$ cat src/design/ppspd_pkg.sv
// Shared types, constants and unit tables for the pulse-period speedometer.
package ppspd_pkg;

  // Tick period beyond which the wheel counts as stopped
  localparam int TimeoutMs = 30000;

  // Datapath widths
  localparam int PerW  = $clog2(TimeoutMs + 1);
  localparam int NumW  = 22;
  localparam int DenW  = 20;
  localparam int TopW  = 64;
  localparam int BotW  = PerW + DenW + 8;
  localparam int QuotW = 24;
  localparam int DistW = 40;
  localparam int MulAW = 32;
  localparam int MulBW = NumW;
  localparam int ProdW = MulAW + MulBW;

  // Pulse times start one timeout before the counter origin
  localparam logic [31:0] ResetPulseMs = 32'(-TimeoutMs);

  // Configuration register indexes
  localparam logic [7:0] RegCircumference = 8'd0;
  localparam logic [7:0] RegModelScale    = 8'd1;
  localparam logic [7:0] RegCorrection    = 8'd2;
  localparam logic [7:0] RegSpeedUnit     = 8'd3;

  // Configuration reset values
  localparam logic [15:0] CircumferenceRst = 16'd3217;
  localparam logic [9:0]  ModelScaleRst    = 10'd160;
  localparam logic [15:0] CorrectionRst    = 16'd512;

  typedef enum logic [1:0] {
    UNIT_KMH = 2'd0,
    UNIT_MPH = 2'd1,
    UNIT_MPS = 2'd2
  } speed_unit_e;

  typedef enum logic [3:0] {
    ST_IDLE,
    ST_PERIOD,
    ST_MUL_K,
    ST_MUL_NLO,
    ST_MUL_NHI,
    ST_MUL_BOT,
    ST_MUL_DIST,
    ST_DIV_START,
    ST_DIV_WAIT,
    ST_DONE
  } seq_state_e;

  // Unit multiplier numerator; the unused code behaves as km/h
  function automatic logic [NumW-1:0] unit_num(logic [1:0] unit);
    logic [NumW-1:0] n;
    unique case (unit)
      UNIT_MPH: n = NumW'(2236936);
      UNIT_MPS: n = NumW'(1);
      default:  n = NumW'(3600);
    endcase
    return n;
  endfunction

  // Unit multiplier denominator
  function automatic logic [DenW-1:0] unit_den(logic [1:0] unit);
    logic [DenW-1:0] d;
    unique case (unit)
      UNIT_MPH: d = DenW'(1000000);
      UNIT_MPS: d = DenW'(1);
      default:  d = DenW'(1000);
    endcase
    return d;
  endfunction

endpackage

$ cat src/design/ppspd_div.sv
// Restoring divider with saturation, one quotient bit per cycle.
module ppspd_div
  import ppspd_pkg::*;
(
  input  logic             clk_i,
  input  logic             rst_ni,
  input  logic             start_i,
  input  logic [TopW-1:0]  dividend_i,
  input  logic [BotW-1:0]  divisor_i,
  output logic             done_o,
  output logic [QuotW-1:0] quot_o
);

  localparam int DvsW = BotW + QuotW - 1;
  localparam int CmpW = TopW + BotW;
  localparam int CntW = $clog2(QuotW);

  logic            busy_q;
  logic            done_q;
  logic [CntW-1:0] cnt_q;
  logic [TopW-1:0] rem_q;
  logic [DvsW-1:0] dvs_q;
  logic [QuotW-1:0] quot_q;

  logic            sat;
  logic            ge;
  logic [TopW-1:0] rem_d;

  // Quotient would not fit: dividend / 2^QuotW already reaches the divisor
  assign sat = CmpW'(dividend_i >> QuotW) >= CmpW'(divisor_i);

  // Trial subtract of the shifted divisor
  assign ge    = DvsW'(rem_q) >= dvs_q;
  assign rem_d = ge ? (rem_q - TopW'(dvs_q)) : rem_q;

  // Sequence control
  always_ff @(posedge clk_i or negedge rst_ni) begin
    if (!rst_ni) begin
      busy_q <= 1'b0;
      done_q <= 1'b0;
      cnt_q  <= '0;
    end else if (start_i) begin
      busy_q <= !sat;
      done_q <= sat;
      cnt_q  <= CntW'(QuotW - 1);
    end else if (busy_q) begin
      if (cnt_q == '0) begin
        busy_q <= 1'b0;
        done_q <= 1'b1;
      end else begin
        cnt_q  <= cnt_q - 1'b1;
        done_q <= 1'b0;
      end
    end else begin
      done_q <= 1'b0;
    end
  end

  // Remainder, divisor and quotient
  always_ff @(posedge clk_i) begin
    if (start_i) begin
      rem_q  <= dividend_i;
      dvs_q  <= DvsW'(divisor_i) << (QuotW - 1);
      quot_q <= sat ? '1 : '0;
    end else if (busy_q) begin
      rem_q  <= rem_d;
      dvs_q  <= dvs_q >> 1;
      quot_q <= {quot_q[QuotW-2:0], ge};
    end
  end

  assign done_o = done_q;
  assign quot_o = quot_q;

endmodule

$ cat src/design/pulse_period_speedometer.sv
// Pulse-period speedometer and odometer: tick handling, sequencer and output register.
//
// Usage: each request on the input channel (in_valid_i/in_ready_o) is one
// millisecond tick with the sampled wheel sensor level. A rising level counts
// a wheel pulse. Every tick yields exactly one result on the output channel
// (out_valid_o/out_ready_i): speed in the chosen unit (8 fractional bits,
// saturating), distance in whole millimetres, and a flag for a counted pulse.
// Six passes through one shared 32x22 multiplier build the numerator,
// denominator and distance, then a restoring divider takes one quotient bit
// per cycle. A timed out period skips the divider, a saturating quotient ends
// it at once. One tick is in flight at a time and in_ready_o is low
// meanwhile, so a new tick is taken only when the previous one is done. The
// result sits in an output register, so the next tick is accepted while a
// result waits; a stalled receiver holds the sequencer only when a second
// result is ready to load. Configuration writes (cfg_valid_i) are always
// accepted and must happen only while the block is idle.
// Reset: counter at zero, both pulse times one timeout in the past (speed
// reads zero), detector armed, pulse total zero, registers at defaults.
module pulse_period_speedometer
  import ppspd_pkg::*;
(
  input  logic             clk_i,
  input  logic             rst_ni,
  input  logic             in_valid_i,
  output logic             in_ready_o,
  input  logic             sensor_level_i,
  output logic             out_valid_o,
  input  logic             out_ready_i,
  output logic [QuotW-1:0] speed_q8_o,
  output logic [DistW-1:0] distance_mm_o,
  output logic             pulse_seen_o,
  input  logic             cfg_valid_i,
  output logic             cfg_ready_o,
  input  logic [7:0]       cfg_index_i,
  input  logic [15:0]      cfg_data_i
);

  seq_state_e state_q, state_d;

  // Configuration
  logic [15:0] circ_q;
  logic [9:0]  scale_q;
  logic [15:0] corr_q;
  logic [1:0]  unit_q;

  // Tick state
  logic [31:0] now_q;
  logic [31:0] last_q;
  logic [31:0] prev_q;
  logic        armed_q;
  logic [31:0] total_q;
  logic        pulse_q;

  // Datapath
  logic [ProdW-1:0] prod_q;
  logic [9:0]       p2hi_q;
  logic [TopW-1:0]  top_q;
  logic [BotW-1:0]  bot_q;
  logic [PerW-1:0]  per_q;
  logic             tmo_q;
  logic [DistW-1:0] dist_q;
  logic [QuotW-1:0] speed_q;

  // Output register
  logic             out_valid_q;
  logic [QuotW-1:0] out_speed_q;
  logic [DistW-1:0] out_dist_q;
  logic             out_pulse_q;

  logic             in_acc;
  logic             out_load;
  logic             div_start;
  logic             div_done;
  logic [QuotW-1:0] div_quot;
  logic [MulAW-1:0] mul_a;
  logic [MulBW-1:0] mul_b;
  logic [31:0]      span_a;
  logic [31:0]      span_b;
  logic [31:0]      period;
  logic [31:0]      now_inc;
  logic             pulse_now;

  assign cfg_ready_o = 1'b1;
  assign in_acc      = in_valid_i && in_ready_o;
  assign now_inc     = now_q + 32'd1;
  assign pulse_now   = sensor_level_i && armed_q;

  // Period: longer of the last full interval and the time since the last pulse
  assign span_a = last_q - prev_q;
  assign span_b = now_q - last_q;
  assign period = (span_a > span_b) ? span_a : span_b;

  // Next state
  always_comb begin
    state_d = state_q;
    unique case (state_q)
      ST_IDLE:      if (in_acc) state_d = ST_PERIOD;
      ST_PERIOD:    state_d = ST_MUL_K;
      ST_MUL_K:     state_d = ST_MUL_NLO;
      ST_MUL_NLO:   state_d = ST_MUL_NHI;
      ST_MUL_NHI:   state_d = ST_MUL_BOT;
      ST_MUL_BOT:   state_d = ST_MUL_DIST;
      ST_MUL_DIST:  state_d = ST_DIV_START;
      ST_DIV_START: state_d = tmo_q ? ST_DONE : ST_DIV_WAIT;
      ST_DIV_WAIT:  if (div_done) state_d = ST_DONE;
      ST_DONE:      if (!out_valid_q || out_ready_i) state_d = ST_IDLE;
      default:      state_d = ST_IDLE;
    endcase
  end

  // Sequencer outputs: handshake, divider start and multiplier operands
  always_comb begin
    in_ready_o = 1'b0;
    div_start  = 1'b0;
    out_load   = 1'b0;
    mul_a      = '0;
    mul_b      = '0;
    unique case (state_q)
      ST_IDLE:      in_ready_o = 1'b1;
      ST_PERIOD: begin
        mul_a = MulAW'(circ_q);
        mul_b = MulBW'(scale_q);
      end
      ST_MUL_K: begin
        mul_a = MulAW'(prod_q[25:0]);
        mul_b = MulBW'(corr_q);
      end
      ST_MUL_NLO: begin
        mul_a = prod_q[31:0];
        mul_b = MulBW'(unit_num(unit_q));
      end
      ST_MUL_NHI: begin
        mul_a = MulAW'(p2hi_q);
        mul_b = MulBW'(unit_num(unit_q));
      end
      ST_MUL_BOT: begin
        mul_a = MulAW'(per_q);
        mul_b = MulBW'(unit_den(unit_q));
      end
      ST_MUL_DIST: begin
        mul_a = total_q;
        mul_b = MulBW'(circ_q);
      end
      ST_DIV_START: div_start = !tmo_q;
      ST_DIV_WAIT:  ;
      ST_DONE:      out_load = !out_valid_q || out_ready_i;
      default:      ;
    endcase
  end

  // Control registers, configuration and tick state
  always_ff @(posedge clk_i or negedge rst_ni) begin
    if (!rst_ni) begin
      state_q     <= ST_IDLE;
      circ_q      <= CircumferenceRst;
      scale_q     <= ModelScaleRst;
      corr_q      <= CorrectionRst;
      unit_q      <= UNIT_KMH;
      now_q       <= '0;
      last_q      <= ResetPulseMs;
      prev_q      <= ResetPulseMs;
      armed_q     <= 1'b1;
      total_q     <= '0;
      out_valid_q <= 1'b0;
    end else begin
      state_q <= state_d;
      // take configuration writes; unknown indexes are dropped
      if (cfg_valid_i) begin
        unique case (cfg_index_i)
          RegCircumference: circ_q  <= cfg_data_i;
          RegModelScale:    scale_q <= cfg_data_i[9:0];
          RegCorrection:    corr_q  <= cfg_data_i;
          RegSpeedUnit:     unit_q  <= cfg_data_i[1:0];
          default:          ;
        endcase
      end
      // advance the clock and detect a rising level
      if (in_acc) begin
        now_q <= now_inc;
        if (sensor_level_i) begin
          if (armed_q) begin
            armed_q <= 1'b0;
            prev_q  <= last_q;
            last_q  <= now_inc;
            total_q <= total_q + 32'd1;
          end
        end else begin
          armed_q <= 1'b1;
        end
      end
      if (out_load) begin
        out_valid_q <= 1'b1;
      end else if (out_ready_i) begin
        out_valid_q <= 1'b0;
      end
    end
  end

  // Datapath registers
  always_ff @(posedge clk_i) begin
    prod_q <= ProdW'(mul_a) * ProdW'(mul_b);
    if (in_acc) begin
      pulse_q <= pulse_now;
    end
    unique case (state_q)
      ST_PERIOD: begin
        tmo_q <= period > 32'(TimeoutMs);
        per_q <= (period == '0) ? PerW'(1) : period[PerW-1:0];
      end
      ST_MUL_NLO:   p2hi_q <= prod_q[41:32];
      ST_MUL_NHI:   top_q  <= TopW'(prod_q);
      ST_MUL_BOT:   top_q  <= top_q + {prod_q[31:0], 32'd0};
      ST_MUL_DIST:  bot_q  <= {prod_q[BotW-9:0], 8'd0};
      ST_DIV_START: begin
        dist_q <= prod_q[DistW+7:8];
        if (tmo_q) speed_q <= '0;
      end
      ST_DIV_WAIT:  if (div_done) speed_q <= div_quot;
      default:      ;
    endcase
    // hold the result for the receiver
    if (out_load) begin
      out_speed_q <= speed_q;
      out_dist_q  <= dist_q;
      out_pulse_q <= pulse_q;
    end
  end

  ppspd_div u_div (
    .clk_i      (clk_i),
    .rst_ni     (rst_ni),
    .start_i    (div_start),
    .dividend_i (top_q),
    .divisor_i  (bot_q),
    .done_o     (div_done),
    .quot_o     (div_quot)
  );

  assign out_valid_o   = out_valid_q;
  assign speed_q8_o    = out_speed_q;
  assign distance_mm_o = out_dist_q;
  assign pulse_seen_o  = out_pulse_q;

`ifndef SYNTHESIS
  // A divider result arrives only while the sequencer waits for it
  assert property (@(posedge clk_i) disable iff (!rst_ni)
    div_done |-> (state_q == ST_DIV_WAIT))
    else $error("divider finished outside its wait state");

  // The pulse total grows by one exactly on a counted pulse
  assert property (@(posedge clk_i) disable iff (!rst_ni)
    in_acc |=> (total_q == $past(total_q) + 32'($past(pulse_now))))
    else $error("pulse total out of step with pulse detection");

  // A timed-out period always loads a zero speed
  assert property (@(posedge clk_i) disable iff (!rst_ni)
    (state_q == ST_DONE && tmo_q) |-> (speed_q == '0))
    else $error("non-zero speed after timeout");

  // A counted pulse leaves the detector disarmed
  assert property (@(posedge clk_i) disable iff (!rst_ni)
    (in_acc && pulse_now) |=> !armed_q)
    else $error("detector still armed after a pulse");
`endif

endmodule
$ cat config.mk
export PLATFORM = sky130hd
export DESIGN_NAME = pulse_period_speedometer
export DESIGN_NICKNAME = d
export VERILOG_FILES = /design/src/design/ppspd_pkg.sv /design/src/design/ppspd_div.sv /design/src/design/pulse_period_speedometer.sv
export SDC_FILE = /design/constraint.sdc
export NUM_CORES = 2
export LEC_CHECK = 0
export ABC_CLOCK_PERIOD_IN_PS = 24300
export BUFFER_PORTS_ARGS = -buffer_cell sky130_fd_sc_hd__buf_2
export CAP_MARGIN = 20
export CELL_PAD_IN_SITES_DETAIL_PLACEMENT = 0
export CELL_PAD_IN_SITES_GLOBAL_PLACEMENT = 1
export CORE_MARGIN = 2
export CORE_UTILIZATION = 40
export DETAILED_ROUTE_END_ITERATION = 8
export PLACE_DENSITY = 0.75
export SLEW_MARGIN = 40
export SYNTH_ARGS = -nofsm -noshare
export SYNTH_HDL_FRONTEND = slang
export SYNTH_SLANG_ARGS = --single-unit
$ cat constraint.sdc
create_clock -name clk_i -period 24.3 [get_ports clk_i]
set_clock_uncertainty 0.1 [all_clocks]
set_input_delay 3.645 -clock clk_i [delete_from_list [all_inputs] [get_ports clk_i]]
set_output_delay 3.645 -clock clk_i [all_outputs]
set_load 0.02 [all_outputs]
-- After elaboration in Yosys (flattened, before gate mapping)
Cells that the tools add are included.
- bits in registers: 648
- bits of input ports: 30
- output and inout bits: 68
- logic and storage cells: 124
- add/subtract/negate cells: 7
- multipliers: 1
- magnitude comparators: 4
- equality and inequality tests: 19
- muxes and demuxes: 37
- reductions and logical operators: 25
- operators with widths (kind ; number):
    $mux 64 ; 3
    $pmux 32 s6 ; 1
    $mux 66 ; 2
    $pmux 64 s2 ; 1
    $mux 24 ; 5
    $pmux 22 s5 ; 1
    $ge 64x66->1 ; 1
    $add 32x1->32 const B ; 2
    $add 64x64->64 ; 1
    $sub 32x32->32 ; 2
    $sub 64x64->64 ; 1
    $mul 32x22->54 ; 1
    $pmux 24 s2 ; 1
    $pmux 22 s2 ; 1
    $ge 40x43->1 ; 1
    $pmux 20 s2 ; 1
    $pmux 4 s10 ; 1
    $gt 32x15->1 const B ; 1
    $gt 32x32->1 ; 1
    $logic_not 32->1 ; 1
    $mux 32 ; 1
    $eq 4x3->1 const B ; 4
    $eq 8x2->1 const B ; 2
    $mux 5 ; 3
    other kinds (21) ; 54

-- Depth between registers and ports, before layout
- depth after elaboration: 5
- gate-level depth with buffers: 36
- depth with buffers taken out: 32

-- By module
From an unflattened synthesis, not the netlist that was laid out.
- cell total of the unflattened synthesis: 6006
- area, all modules: 57151.1 µm²
- by module, submodules not included (module ; instances ; cells each ; area each (µm²) ; sequential area each (µm²)):
    pulse_period_speedometer ; 1 ; 4624 ; 45228.4 ; 13259.0
    ppspd_div ; 1 ; 1382 ; 11922.7 ; 4569.4

-- Worst setup path after synthesis
No wires, ideal clock.
- kind: register to register
- start point: reg state_q[3]
- end point: reg prod_q[50]
- library setup time: 0.072 ns
- arrival time: 9.422 ns
- required time: 24.128 ns
- setup slack: 14.706 ns
- stages on the path, launching flop included: 32
- buffers on the path: 5
- clock period less this slack: 9.594 ns
- path through: dfrtp_1 > clkbuf_1 > nand2b_1 > clkbuf_1 > nor2_1 > clkbuf_1 > clkbuf_1 > buf_1 > a22oi_1 > nor2_1 > fa_1 > inv_1 > fa_1 > fa_1 > inv_1 > fa_1 > fa_1 > fa_1 > inv_1 > fa_1 > inv_1 > ha_1 > a21oi_1 > nor2b_1 > o21a_1 > a311o_1 > o211a_1 > o21ai_1 > a2111oi_0 > a211o_1 > a21oi_1 > xnor2_1
- word-level cells in the longest chain between the ends: 4
- elaborated cells between the ends (all ways): 10
- classes of those cells: mul: 1; eq/ne: 6; mux: 2; reduce/logical: 1
- ends and longest elaborated chain (what ; RTL line ; source):
    start, declared ; pulse_period_speedometer.sv:38 ; seq_state_e state_q, state_d;
    start signal, assigned ; pulse_period_speedometer.sv:166 ; state_q <= state_d;
    $eq 4x3->1 or $eq 4x2->1 (tied branches) ; pulse_period_speedometer.sv:118 ; unique case (state_q)
    $reduce_or 2->1 (no line) ; -- ;
    $pmux 22 s5 ; pulse_period_speedometer.sv:118 ;
    $mul 32x22->54 * ; pulse_period_speedometer.sv:201 ; prod_q <= ProdW'(mul_a) * ProdW'(mul_b);
    end signal, assigned ; pulse_period_speedometer.sv:201 ;
    end, declared ; pulse_period_speedometer.sv:55 ; logic [ProdW-1:0] prod_q;
Mark *: on every way between the ends. The rest lies on a longest branch, timed or not.
A chain may end at the register's enable or synchronous reset.

-- Worst setup path in the final report
- start point: reg state_q[2]
- end point: reg prod_q[50]
The elaborated chain is that of the path after synthesis.

==> results.toml <==
[status]
status = "completed"

[grt]
grt_first_pass_wirelength_um = 262000
grt_pass1_vias = 42983
grtUsageTotal_pct = 23.6
antenna_found_initial = 10
overflow = 0
grt_start_max_net_pins = 107

[cts]
post_cts_buffers = 0
path_clk_slew_ns = 0.07
numClockSinks = 648
post_cts_resized = 0
clk-insertion-delay-late_ns = 0.66
htreeDepth = 3
ctsHoldBuffers = 0
tritoncts = "built"
cts_max_path_buffers = 3
cts_root_buf = "clkbuf_16"
numCtsBuffers = 74

[worst_hold_path]
hold_depth = 0
hp-start = "dist_q[39]"
hp-class = "flop to flop"
holdPathEnd = "distance_mm_o[39]"

[synthesis]
ys_warn_count = 0
synth_edf_count = 386
post-synth-top-count-cell = "inv_1"
syn_inst = 5941
yosysTopAreaCell = "edfxtp_1"
syn_area_per_cell_um2 = 9.56
ys.flop_type = "edfxtp_1"
yosysTopAreaCellShare_pct = 20.4
yosysSeqAreaShare_pct = 31.4
synth.distinct_cells = 111
synthTopCellsByArea = "edfxtp_1, fa_1, ha_1"
synth_area_um2 = 56800
synthTopCellsByCount = "inv_1, nand2_1, fa_1"
yosys_register_bits = 648
ys_async_sr_fraction_pct = 28.5

[power_and_ir_drop]
netSwitchingFraction_pct = 45.4
combPwrFrac_pct = 50.2
totalPowerFinal_mw = 5.78
p_per_area_nw_per_um2 = 92.8
p_int_mw = 3.16
irDropWorstVdd_uv = 65.4
p_leak_nw = 28.1
pwr-share-seq_pct = 28.8
pwr-share-clk_pct = 20.9
p_switching_mw = 2.63

[die]
initial_utilization_pct = 40.2
die-area_um2 = 145000
core_area_um2 = 141000
die_y_um = 381
pin_count = 98
die_w_um = 381
row_count = 138

[detailed_routing]
ant_nets = 0
routedWlPerCell_um = 21.6
drc_errors = 0
wirelength_met1_um = 77000
vias = 43218
wl_met3_um = 13600
drt_iter0_markers = 3871
wl_met2_um = 75200
route.top_layer_used = "met5"
totalWireLength_um = 172000
firstDrtPassIters = 5
vias_per_cell = 5.42

[sta]
setup_viol = 0
final-max-slew-violation-count = 0
finalCritPeriodShare_pct = 42.8
hold_viol = 0
slew_headroom_pct = 39.8
fin_crit_ns = 10.40
rsz0062_at_grt = "no"
tightest_slew_ns = 0.902
fmax_mhz = 96.1
tns_ns = 0

[setup_path]
reg2reg_depth = 30
crit_fanout = 58
r2r-end = "prod_q[50]"
crit_path_frequent_cell = "fa_1"
crit_slowest_cell = "nand2_1"
startpoint_type = "flop"
rrSetupSlack_ns = 13.90
r2r-start = "state_q[2]"
required_ns = 24.72
critPathCaptureType = "flop"
worstPathArrival_ns = 10.82
slowest_delay_ns = 0.65
worstSetupPathType = "flop to flop"

[place]
post_dp_cell_area_um2 = 59700
hpwl_um = 132000
routabilityCongestion = 0.930
port_buffers = 96

[cells_and_area]
post-route-util_pct = 44.1
fin_area_um2 = 62300
final_nets = 7041
drive_gt1_share_pct = 8.19
area_delta_synth_final_pct = 9.76

[job]
cap_violations = 0
[registers in the layout (all words and copies together), names as in the netlist, 2 cells and up]
register	flops
unit_q	2
last_q	32
now_q	32
scale_q	10
speed_q8_o	24
u_div.dvs_q	66
u_div.rem_q	64
per_q	15
circ_q	16
total_q	32
distance_mm_o	40
u_div.cnt_q	5
prev_q	32
state_q	4
dist_q	40
speed_q	24
bot_q	35
p2hi_q	10
u_div.quot_o	24
corr_q	16
prod_q	54
top_q	64
[worst max-delay path by stage]
| stage | from | to | slack [ns] | cells after the start |
|---|---|---|---|---|
| after floorplan | state_q[3] | prod_q[50] | 14.71 | 31 |
| after global placement | state_q[2] | prod_q[49] | 14.31 | 31 |
| after detailed placement | state_q[2] | prod_q[48] | 14.10 | 30 |
| after CTS | state_q[2] | prod_q[48] | 14.09 | 30 |
| after global routing | state_q[2] | prod_q[48] | 13.42 | 30 |
| final | state_q[2] | prod_q[50] | 13.90 | 30 |
[final cells by class]
class / instances / area, um2
clock buffers: 94 / 2040
diodes: 4 / 10.0
flip-flops and latches: 648 / 17800
inverters: 903 / 3390
multi-input cells: 4202 / 34900
clock inverters: 44 / 568
repair buffers: 188 / 1190
fillers: 13828 / 78900
well taps: 1890 / 2360
[layer usage]
layer	global-route usage [%]	up-vias
met5	0	-
met4	8.05	2
met3	4.78	296
met2	36.0	1554
met1	33.5	21456
li1	-	19910
[critical path: cells and delay by family (launching register included)]
kind | cells | cell delay [ns]
compound gates | 8 | 2.12
xor+xnor | 1 | 0.13
fa+ha+maj | 8 | 4.06
buf+inv | 7 | 1.40
flops | 1 | 0.58
simple gates | 6 | 1.82
[cells by family after synthesis]
family                   after synthesis  share of synthesized area, %
buffers and inverters               1142                          7.60
XOR/XNOR                             270                          4.16
AO/OA/AOI/OAI                       1032                          11.6
multiplexers                          86                          1.65
adder cells (fa/ha/maj)              994                          29.4
other                                  2                        0.0132
AND/OR/NAND/NOR                     1767                          14.2
flip-flops                           648                          31.4
[power by group through the flow]
stage	registers, mW	clock network [mW]	logic [mW]
finish	1.67	1.21	2.91
CTS	1.66	1.23	2.89
global placement	1.68	0	2.83
global route	1.68	1.27	3.21
floorplan	1.58	0	1.95
detailed placement	1.68	0	2.86
[cell usage in the layout (no fill, tap or decap), drive strengths merged, types with 27 or more instances in the layout]
cell,instances
nor3,61
a211oi,36
a21o,103
buf,187
mux2i,31
dfrtp,132
a22oi,43
o211ai,27
a31oi,34
a21oi,287
conb,53
ha,425
nor2,501
nor2b,29
nand2b,31
nand4,75
mux2,55
dfstp,53
clkbuf,95
nand2,699
fa,569
o21bai,31
nand3,114
dfxtp,77
o21ai,281
and2,63
xnor2,169
xor2,101
inv,904
edfxtp,386
and3,78
[through the flow]
| step | hold slack [ns] | cells | setup slack [ns] |
|---|---|---|---|
| finish | 0.300 | 7973 | 13.90 |
| global placement | 0.301 | 7826 | 14.31 |
| global route | 0.309 | 7969 | 13.42 |
| CTS | 0.302 | 7968 | 14.09 |
| floorplan | 0.300 | 5992 | 14.71 |
| detailed placement | 0.305 | 7830 | 14.10 |
Power figures use the tool's default switching activity.
